[config.mk]
export PLATFORM = sky130hd
export DESIGN_NAME = crbm_index_reduce
export DESIGN_NICKNAME = d
export VERILOG_FILES = /design/src/rtl/cartridge_rom_bank_mapper_assert.svh /design/src/rtl/crbm_pkg.sv /design/src/rtl/crbm_index_reduce.sv
export SDC_FILE = /design/constraint.sdc
export NUM_CORES = 1
export LEC_CHECK = 0
export ABC_AREA = 0
export BUFFER_PORTS_ARGS = -buffer_cell sky130_fd_sc_hd__buf_2
export CAP_MARGIN = 25
export CORE_ASPECT_RATIO = 0.6
export CORE_MARGIN = 2
export CORE_UTILIZATION = 30
export DETAILED_ROUTE_END_ITERATION = 10
export PLACE_DENSITY = 0.57
export SLEW_MARGIN = 5
export SYNTH_ARGS = -nofsm -noshare
export SYNTH_HDL_FRONTEND = slang
export SYNTH_SLANG_ARGS = --single-unit
[constraint.sdc]
create_clock -name i_clk -period 6.05 [get_ports i_clk]
set_input_delay 1.21 -clock i_clk [delete_from_list [all_inputs] [get_ports i_clk]]
set_output_delay 1.21 -clock i_clk [all_outputs]
set_load 0.01 [all_outputs]
[src/rtl/cartridge_rom_bank_mapper_assert.svh]
// Assertion macros shared by the cartridge ROM bank mapper RTL.
// Include by bare file name inside a module; no other dependencies.
`ifndef CARTRIDGE_ROM_BANK_MAPPER_ASSERT_SVH
`define CARTRIDGE_ROM_BANK_MAPPER_ASSERT_SVH

// Same-cycle implication, disabled while reset is asserted.
`define CRBM_ASSERT_IMPLIES(lbl, clk, rst_n, ante, cons) \
    lbl: assert property (@(posedge clk) disable iff (!(rst_n)) (ante) |-> (cons)) \
        else $error("crbm assertion failed");

// Next-cycle implication, disabled while reset is asserted.
`define CRBM_ASSERT_NEXT(lbl, clk, rst_n, ante, cons) \
    lbl: assert property (@(posedge clk) disable iff (!(rst_n)) (ante) |=> (cons)) \
        else $error("crbm assertion failed");

`endif

[src/rtl/crbm_pkg.sv]
// Package for the cartridge ROM bank mapper: codes, address constants and
// the memory request type passed between the decoder and the index reducer.
// No dependencies.
`default_nettype none

package crbm_pkg;

    // Default ROM image size in bytes.
    localparam int ROM_BYTES_DEF = 131072;

    // Raw store index width: an 8-bit bank number on top of a 13-bit offset.
    localparam int IDX_W = 21;
    // Wide enough to hold the largest ROM size shifted by the largest fold step.
    localparam int WIDE_W = 26;
    // Smallest supported ROM size is 2**16 bytes, so a raw index holds at most
    // 2**(IDX_W-16) copies of the ROM and this many fold steps reduce it.
    localparam int FOLD_STEPS = IDX_W - 16;

    // Operation codes.
    localparam logic [1:0] OP_READ  = 2'd0;
    localparam logic [1:0] OP_WRITE = 2'd1;
    localparam logic [1:0] OP_LOAD  = 2'd2;

    // Mapper mode codes.
    localparam logic [1:0] MODE_PLAIN  = 2'd0;
    localparam logic [1:0] MODE_LINEAR = 2'd1;
    localparam logic [1:0] MODE_KONAMI = 2'd2;
    localparam logic [1:0] MODE_RESET  = MODE_KONAMI;

    // Bus address map.
    localparam logic [15:0] WIN_BASE   = 16'h4000;
    localparam logic [15:0] WIN_TOP    = 16'hBFFF;
    localparam logic [15:0] BANK0_ADDR = 16'h5000;
    localparam logic [15:0] BANK1_ADDR = 16'h7000;
    localparam logic [15:0] BANK2_ADDR = 16'h9000;
    localparam logic [15:0] BANK3_ADDR = 16'hB000;
    // The lowest window starts at 0x4000, so window number is addr[15:13] - 2.
    localparam logic [2:0]  WIN_FIRST  = 3'd2;

    typedef logic [IDX_W-1:0] t_idx;

    // One store access on its way to the ROM memory.
    typedef struct packed {
        logic       drive;  // read that drives the bus
        logic       wr;     // load that writes the store
        t_idx       idx;    // store index, reduced modulo ROM size when it arrives
        logic [7:0] data;   // load data
    } t_mem_req;

endpackage

`default_nettype wire

[src/rtl/crbm_index_reduce.sv]
// Two-stage pipeline that folds a raw store index modulo the ROM size.
// Depends on crbm_pkg.
`default_nettype none

module crbm_index_reduce #(
    parameter int ROM_BYTES = crbm_pkg::ROM_BYTES_DEF
) (
    input  logic               i_clk,
    input  logic               i_rst_n,
    input  logic               i_valid,
    output logic               o_ready,
    input  crbm_pkg::t_mem_req i_req,
    output logic               o_valid,
    input  logic               i_ready,
    output crbm_pkg::t_mem_req o_req
);

    localparam logic [crbm_pkg::WIDE_W-1:0] MODULUS = crbm_pkg::WIDE_W'(ROM_BYTES);
    // Steps at or above this shift are done in the first stage.
    localparam int SPLIT = crbm_pkg::FOLD_STEPS - 2;

    // One restoring step: subtract ROM_BYTES << shift when it fits.
    function automatic crbm_pkg::t_idx fold(crbm_pkg::t_idx idx, int shift);
        logic [crbm_pkg::WIDE_W-1:0] wide;
        logic [crbm_pkg::WIDE_W-1:0] lim;
        wide = crbm_pkg::WIDE_W'(idx);
        lim  = MODULUS << shift;
        if (wide >= lim) begin
            wide = wide - lim;
        end
        return wide[crbm_pkg::IDX_W-1:0];
    endfunction

    logic               r_a_v;
    logic               r_b_v;
    crbm_pkg::t_mem_req r_a;
    crbm_pkg::t_mem_req r_b;
    crbm_pkg::t_mem_req n_a;
    crbm_pkg::t_mem_req n_b;
    logic               a_ready;
    logic               b_ready;

    assign b_ready = !r_b_v || i_ready;
    assign a_ready = !r_a_v || b_ready;
    assign o_ready = a_ready;
    assign o_valid = r_b_v;
    assign o_req   = r_b;

    always_comb begin
        n_a = i_req;
        for (int k = crbm_pkg::FOLD_STEPS - 1; k >= SPLIT; k--) begin
            n_a.idx = fold(n_a.idx, k);
        end
    end

    always_comb begin
        n_b = r_a;
        for (int k = SPLIT - 1; k >= 0; k--) begin
            n_b.idx = fold(n_b.idx, k);
        end
    end

    always_ff @(posedge i_clk) begin
        if (!i_rst_n) begin
            r_a_v <= 1'b0;
            r_b_v <= 1'b0;
        end else begin
            if (a_ready) begin
                r_a_v <= i_valid;
            end
            if (b_ready) begin
                r_b_v <= r_a_v;
            end
        end
    end

    always_ff @(posedge i_clk) begin
        if (a_ready && i_valid) begin
            r_a <= n_a;
        end
        if (b_ready && r_a_v) begin
            r_b <= n_b;
        end
    end

endmodule

`default_nettype wire

==> results of run 1 <==
==> flip-flops by register name, summed over array words and instances, names as in the netlist <==
name     count
r_a_v        1
r_a         21
o_req       31
o_valid      1
n_b         10
==> power by group through the flow <==
stage	Sequential, mW	Combinational [mW]	Clock (mW)
6_report	0.527	0.0765	0.440
5_1_grt	0.529	0.0856	0.476
4_1_cts	0.527	0.0779	0.456
3_5_place_dp	0.536	0.0776	0
3_3_place_gp	0.535	0.0760	0
2_1_floorplan	0.538	0.0412	0
==> cell type report <==
cell class | count | share of cell area
clock inverter | 2 | 0.00319
inverter | 6 | 0.00719
tap | 108 | 0.0431
sequential | 64 | 0.607
multi-input combinational | 67 | 0.154
clock buffer | 14 | 0.0779
timing repair buffer | 67 | 0.108
==> worst max-delay path by stage <==
stage | from | end | slack, ns | depth (start not counted)
finish | i_ready | o_ready | 2.97 | 4
global route | r_a[8] | o_req[25] | 2.76 | 12
CTS | i_ready | o_ready | 2.96 | 4
detailed placement | i_ready | o_ready | 2.97 | 4
global placement | i_ready | o_ready | 2.96 | 4
floorplan | i_ready | o_req[0] | 2.94 | 2
==> worst register-to-register path, cell delays in order, from the launching register on <==
cell	delay [ns]
edfxtp_1	0.52
inv_1	0.13
ha_1	0.32
o21ai_4	0.14
a32o_1	0.32
nor2_1	0.13
inv_1	0.07
ha_1	0.28
and2b_1	0.21
and2_1	0.15
o21a_1	0.16
a311o_1	0.30
a31oi_1	0.14
==> synthesized netlist by cell type <==
library cell | n | share of area
edfxtp_1 | 62 | 0.77
nand2_1 | 8 | 0.012
nor2_1 | 8 | 0.012
inv_1 | 6 | 0.0093
a21oi_1 | 4 | 0.0083
o21ai_0 | 4 | 0.0083
a31oi_1 | 3 | 0.0078
and2_1 | 3 | 0.0078
ha_1 | 3 | 0.016
nor2b_1 | 3 | 0.0078
clkbuf_1 | 2 | 0.0031
dfxtp_1 | 2 | 0.017
nand3_1 | 2 | 0.0042
nand4_1 | 2 | 0.0052
nand4b_1 | 2 | 0.0073
nor3_1 | 2 | 0.0042
nor4_2 | 2 | 0.010
o21a_1 | 2 | 0.0062
a211oi_1 | 1 | 0.0031
a311o_1 | 1 | 0.0042
a32o_1 | 1 | 0.0042
a32oi_1 | 1 | 0.0036
a41oi_1 | 1 | 0.0036
and2b_1 | 1 | 0.0031
and3_1 | 1 | 0.0026
buf_2 | 1 | 0.0021
conb_1 | 1 | 0.0016
mux2i_2 | 1 | 0.0057
nand2b_1 | 1 | 0.0026
nand3_2 | 1 | 0.0042
nor4_1 | 1 | 0.0026
nor4b_1 | 1 | 0.0036
nor4b_2 | 1 | 0.0062
o21ai_4 | 1 | 0.0067
o22ai_1 | 1 | 0.0026
o32ai_1 | 1 | 0.0036
or3b_1 | 1 | 0.0036
xnor2_4 | 1 | 0.011
==> placed cells by master (no fill, tap or decap), drive strengths merged <==
cell / instances
a311o: 1
a41oi: 1
edfxtp: 62
ha: 3
a211oi: 1
o22ai: 1
a21oi: 4
nor2: 8
or3b: 1
mux2i: 1
buf: 67
and2: 3
xnor2: 1
nor4b: 2
nor3: 2
nand4b: 2
and3: 1
a32oi: 1
nor4: 3
nand4: 2
dfxtp: 2
a31oi: 3
nor2b: 3
nand3: 3
a32o: 1
nand2: 8
and2b: 1
clkbuf: 14
o32ai: 1
inv: 6
o21a: 2
clkinv: 2
nand2b: 1
o21ai: 5
conb: 1
==> kinds of logic after synthesis <==
kind of cell / share of synthesized area
flops: 0.789
other cells: 0.00156
xor+xnor: 0.0114
fa+ha+maj: 0.0156
mux: 0.00571
simple gates: 0.100
buf+inv: 0.0145
compound gates: 0.0623
==> per-stage QoR <==
| stage | hold slack, ns | worst slack [ns] | cell area (sq um) | util |
|---|---|---|---|---|
| floorplan | 0.400 | 2.94 | 2410 | - |
| global placement | 0.400 | 2.96 | 2880 | 0.368 |
| detailed placement | 0.405 | 2.97 | 2880 | 0.368 |
| CTS | 0.412 | 2.96 | 3130 | 0.401 |
| global route | 0.418 | 2.76 | 3130 | 0.401 |
| finish | 0.411 | 2.97 | 3130 | 0.401 |
==> layer usage <==
layer  track usage  up-vias
met4        0.0667        0
met1         0.152      679
met3        0.0474        8
met2         0.157       54
li1              -      697
met5             0        -
==> impl_metrics.json, run 1 <==
{
  "dr.pass1.iters": 4,
  "p_int_mw": 0.825,
  "numClockSinks": 64,
  "syn_area_sq_mm": 0.00241,
  "post-cts-setup-buffers": 0,
  "switchingPower_mw": 0.219,
  "slowest_stage": "nor2b_1",
  "place_inst": 312,
  "syn-mean-instance-area_sq_um": 17.2,
  "clock_path_buffers": 2,
  "hold_buffers": 0,
  "path_cells": "buf_2, nor2b_1, nand2_1, buf_2",
  "power_leakage_nw": 1.18,
  "fin_tns_setup_ns": 0,
  "finClkSkew_ns": 0.00450,
  "synth_seq_cells": 64,
  "min_path_cells": 0,
  "hold_viol_final": 0,
  "grt_pass1_wl_um": 7180,
  "period_minus_slack_ns": 3.08,
  "multi_input_area_sq_um": 482,
  "power_frac_seq": 0.505,
  "gr-total-overflow": 0,
  "wl_met2_um": 1930,
  "max_clock_freq_mhz": 325,
  "ys_warn_count": 0,
  "hp-start": "n_b[5]",
  "ys_types": 38,
  "grt_pass1_vias": 1410,
  "regArea_sq_mm": 0.00190,
  "reg2reg_depth": 12,
  "vias": 1438,
  "place_congestion": 0.763,
  "grt_max_degree": 32,
  "cp_top_family": "simple AND/OR/NAND/NOR gates",
  "r2r-start": "r_a[27]",
  "detail_route.wl_per_cell_um": 13.8,
  "clkPwrFrac": 0.422,
  "detail-route-antenna-nets": 0,
  "drt-vias-per-instance": 4.38,
  "ir_drop_uv": 183,
  "drv_slew": 0,
  "fin_nets": 253,
  "die_y_um": 73.4,
  "wl_met3_um": 282,
  "dieWidth_um": 120,
  "drv_cap": 0,
  "ys_seq_area_frac": 0.789,
  "synthCells": 140,
  "insertion_delay_ns": 0.32,
  "hpwlAfterDp_um": 3200,
  "grt_antenna_before_repair": 0,
  "hold_class": "reg2reg",
  "clkTransAtPathRegs_ns": 0.05,
  "fillerInstances": 766,
  "holdPathEnd": "o_req[5]",
  "critical-path-max-stage-delay_ns": 0.30,
  "period_share": 0.508,
  "dieArea_sq_mm": 0.00879,
  "cp_max_fo": 4,
  "core_area_sq_mm": 0.00782,
  "rsz0062_at_grt": "no",
  "drt-initial-drc-count": 76,
  "path_buf_inv": 2,
  "drt-total-wl_um": 4530,
  "portBuffers": 66,
  "initial_core_util": 0.308,
  "setup_violations": 0,
  "required_ns": 4.84,
  "wl_met1_um": 2230,
  "cts_resized": 0,
  "tightest_slew_ns": 0.892,
  "swShare": 0.210,
  "status": "completed",
  "reg2reg_to": "o_req[25]",
  "drive_gt1_frac": 0.391,
  "row_count": 25,
  "start_kind": "primary input",
  "end_kind": "output port",
  "slew_headroom": 0.404,
  "io_pins": 68,
  "synthesis.nets": 178,
  "totalPowerFinal_mw": 1.04,
  "root_buffer": "clkbuf_16",
  "critical_path_arrival_ns": 1.87,
  "htreeDepth": 3,
  "drc": 0,
  "p_per_area_mw_per_mm2": 333,
  "timing.reg2reg.setup_slack_ns": 3.02,
  "track_usage": 0.115,
  "top_layer": "met4",
  "area_growth_pct": 29.9,
  "path_common_cell": "buf_2",
  "fin_cells": 328,
  "cts_tree": "yes",
  "criticalPathCategory": "in2out",
  "antenna_cells": 0,
  "numCtsBuffers": 9,
  "combinationalPowerShare": 0.073
}
No activity file was read; power rests on OpenSTA's default activity.
==> run 2, diff against run 1 <==
ABC_AREA = 1   (was 0)
PLACE_DENSITY = 0.59   (was 0.57)
clock period = 2.8 ns   (was 6.05 ns; I/O delays follow)
==> impl_metrics.json, run 2 <==
{
  "totalPowerFinal_mw": 2.23,
  "drv_cap": 0,
  "synthesis.nets": 184,
  "place_congestion": 0.694,
  "ys_types": 21,
  "ir_drop_uv": 294,
  "drt-initial-drc-count": 61,
  "layout_commonest_cell": "buf_2",
  "setup_violations": 0,
  "detail-route-antenna-nets": 0,
  "io_pins": 68,
  "numClockSinks": 64,
  "finClkSkew_ns": 0.00575,
  "dieWidth_um": 118,
  "grt_antenna_before_repair": 0,
  "dieArea_sq_mm": 0.00853,
  "post-cts-setup-buffers": 0,
  "insertion_delay_ns": 0.33,
  "regArea_sq_mm": 0.00190,
  "drive_gt1_frac": 0.421,
  "period_share": 0.793,
  "max_clock_freq_mhz": 450,
  "required_ns": 2.88,
  "detail_route.wl_per_cell_um": 12.6,
  "cts_tree": "yes",
  "worst_slack_ns": 0.578,
  "rsz0062_at_grt": "no",
  "die_y_um": 72.4,
  "largest_reg_flops": 31,
  "vias": 1361,
  "post-place-ws_ns": 0.597,
  "antenna_cells": 0,
  "dr.pass1.iters": 4,
  "drc": 0,
  "status": "completed",
  "grt_max_degree": 32,
  "initial_core_util": 0.315,
  "fin_tns_setup_ns": 0,
  "postSynth.asyncResetShare": 0,
  "drv_slew": 0,
  "syn_area_sq_mm": 0.00234,
  "p_per_area_mw_per_mm2": 723,
  "synth_seq_cells": 64,
  "cts_resized": 0,
  "core_area_sq_mm": 0.00742,
  "fin_nets": 263,
  "layout_common_cells": "buf_2, edfxtp_1, nand2_1, inv_1",
  "synth_area_leaders": "edfxtp_1, nand2_1, nand3_1",
  "power_leakage_nw": 1.23,
  "tightest_slew_ns": 0.583,
  "root_buffer": "clkbuf_16",
  "holdWs_ns": 0.408,
  "hold_viol_final": 0,
  "grt_pass1_wl_um": 6310,
  "yosys.area.top_type": "edfxtp_1",
  "period_minus_slack_ns": 2.22,
  "critical_path_arrival_ns": 2.30,
  "place_inst": 318,
  "track_usage": 0.106,
  "syn-mean-instance-area_sq_um": 16.0,
  "timing.reg2reg.setup_slack_ns": 0.58,
  "grt_pass1_vias": 1355,
  "synth_ff_type": "edfxtp_1",
  "drt-vias-per-instance": 4.10,
  "start_kind": "register",
  "hold_buffers": 0,
  "fillerInstances": 713,
  "criticalPathCategory": "reg2reg",
  "yosysMostFrequentCell": "edfxtp_1",
  "ys_seq_area_frac": 0.814,
  "slew_headroom": 0.611,
  "end_kind": "register",
  "multi_input_area_sq_um": 385,
  "clock_path_buffers": 2,
  "numCtsBuffers": 9,
  "drt-total-wl_um": 4180,
  "hpwlAfterDp_um": 2970,
  "synthCells": 146,
  "hold_class": "in2reg",
  "area_growth_pct": 31.8,
  "synthTopCellsByCount": "edfxtp_1, nand2_1, inv_1",
  "portBuffers": 66,
  "cp_max_fo": 6,
  "gr-total-overflow": 0,
  "fin_cells": 332,
  "row_count": 24,
  "clkTransAtPathRegs_ns": 0.05,
  "synth-edff-count": 62,
  "synth_top_cell_area_share": 0.797,
  "ys_warn_count": 0,
  "htreeDepth": 3
}
run 2: cell count changes in the layout (fill, tap and decap cells not counted), moves of 3 or more:
cell,before,now
nand2_1,8,19
nand3_1,2,10
inv_1,6,12
inv_2,0,4
clkinv_1,0,3
nand2_2,0,6
a31oi_1,3,0
o21ai_0,4,0
clkbuf_1,5,2
run 2: final timing paths:
check | start | to | depth (start not counted)
worst min register to register | n_b[3] | o_req[3] | 0
worst min-delay path | i_req[18] | r_a[18] | 1
worst max-delay path | r_a[25] | o_req[27] | 14
worst max register to register | r_a[25] | o_req[27] | 14
run 2: kinds of logic (layout without fill, tap and decap cells):
logic type | count (synthesis) | count (layout) | share of synthesized area
xor+xnor | 1 | 1 | 0.00375
flops | 64 | 64 | 0.814
other cells | 1 | 1 | 0.00161
buf+inv | 16 | 98 | 0.0257
simple gates | 54 | 54 | 0.122
fa+ha+maj | 3 | 3 | 0.0161
compound gates | 7 | 7 | 0.0166
run 2: routing by layer:
layer | global-route usage | vias to the layer above | part of all wire
li1 | - | 674 | -
met1 | 0.114 | 620 | 0.45
met2 | 0.164 | 59 | 0.45
met3 | 0.0660 | 8 | 0.089
met4 | 0.0602 | 0 | 0.012
met5 | 0 | - | 0
run 2: layout make-up:
cell class | instances | area share
Sequential cell | 64 | 0.618
Multi-Input combinational cell | 66 | 0.125
Timing Repair Buffer | 68 | 0.116
Clock buffer | 11 | 0.0756
Tap cell | 104 | 0.0423
Inverter | 16 | 0.0195
Clock inverter | 3 | 0.00366
run 2: power by group:
part	switching, mW	internal [mW]	total, mW
Combinational	0.0997	0.0649	0.165
Sequential	0.0189	1.12	1.14
Clock	0.348	0.577	0.925
run 2: critical path, cell delays in order, from the launching register on:
cell and delay, ns:
edfxtp_1 0.41, inv_2 0.13, nand2_1 0.06, nor2_1 0.14, nand3_2 0.13, nand2_2 0.09, nand2_1 0.08, nand2_4 0.09
ha_1 0.17, inv_1 0.04, nand3_1 0.07, nand2_1 0.09, o21ai_1 0.19, nand3_2 0.12, and2_1 0.15
run 2: per-stage QoR:
step                      utilization  cell area (sq um)
final                           0.415               3080
after global routing            0.415               3080
after CTS                       0.415               3080
after detailed placement        0.382               2840
after global placement          0.382               2840
after floorplan                     -               2340
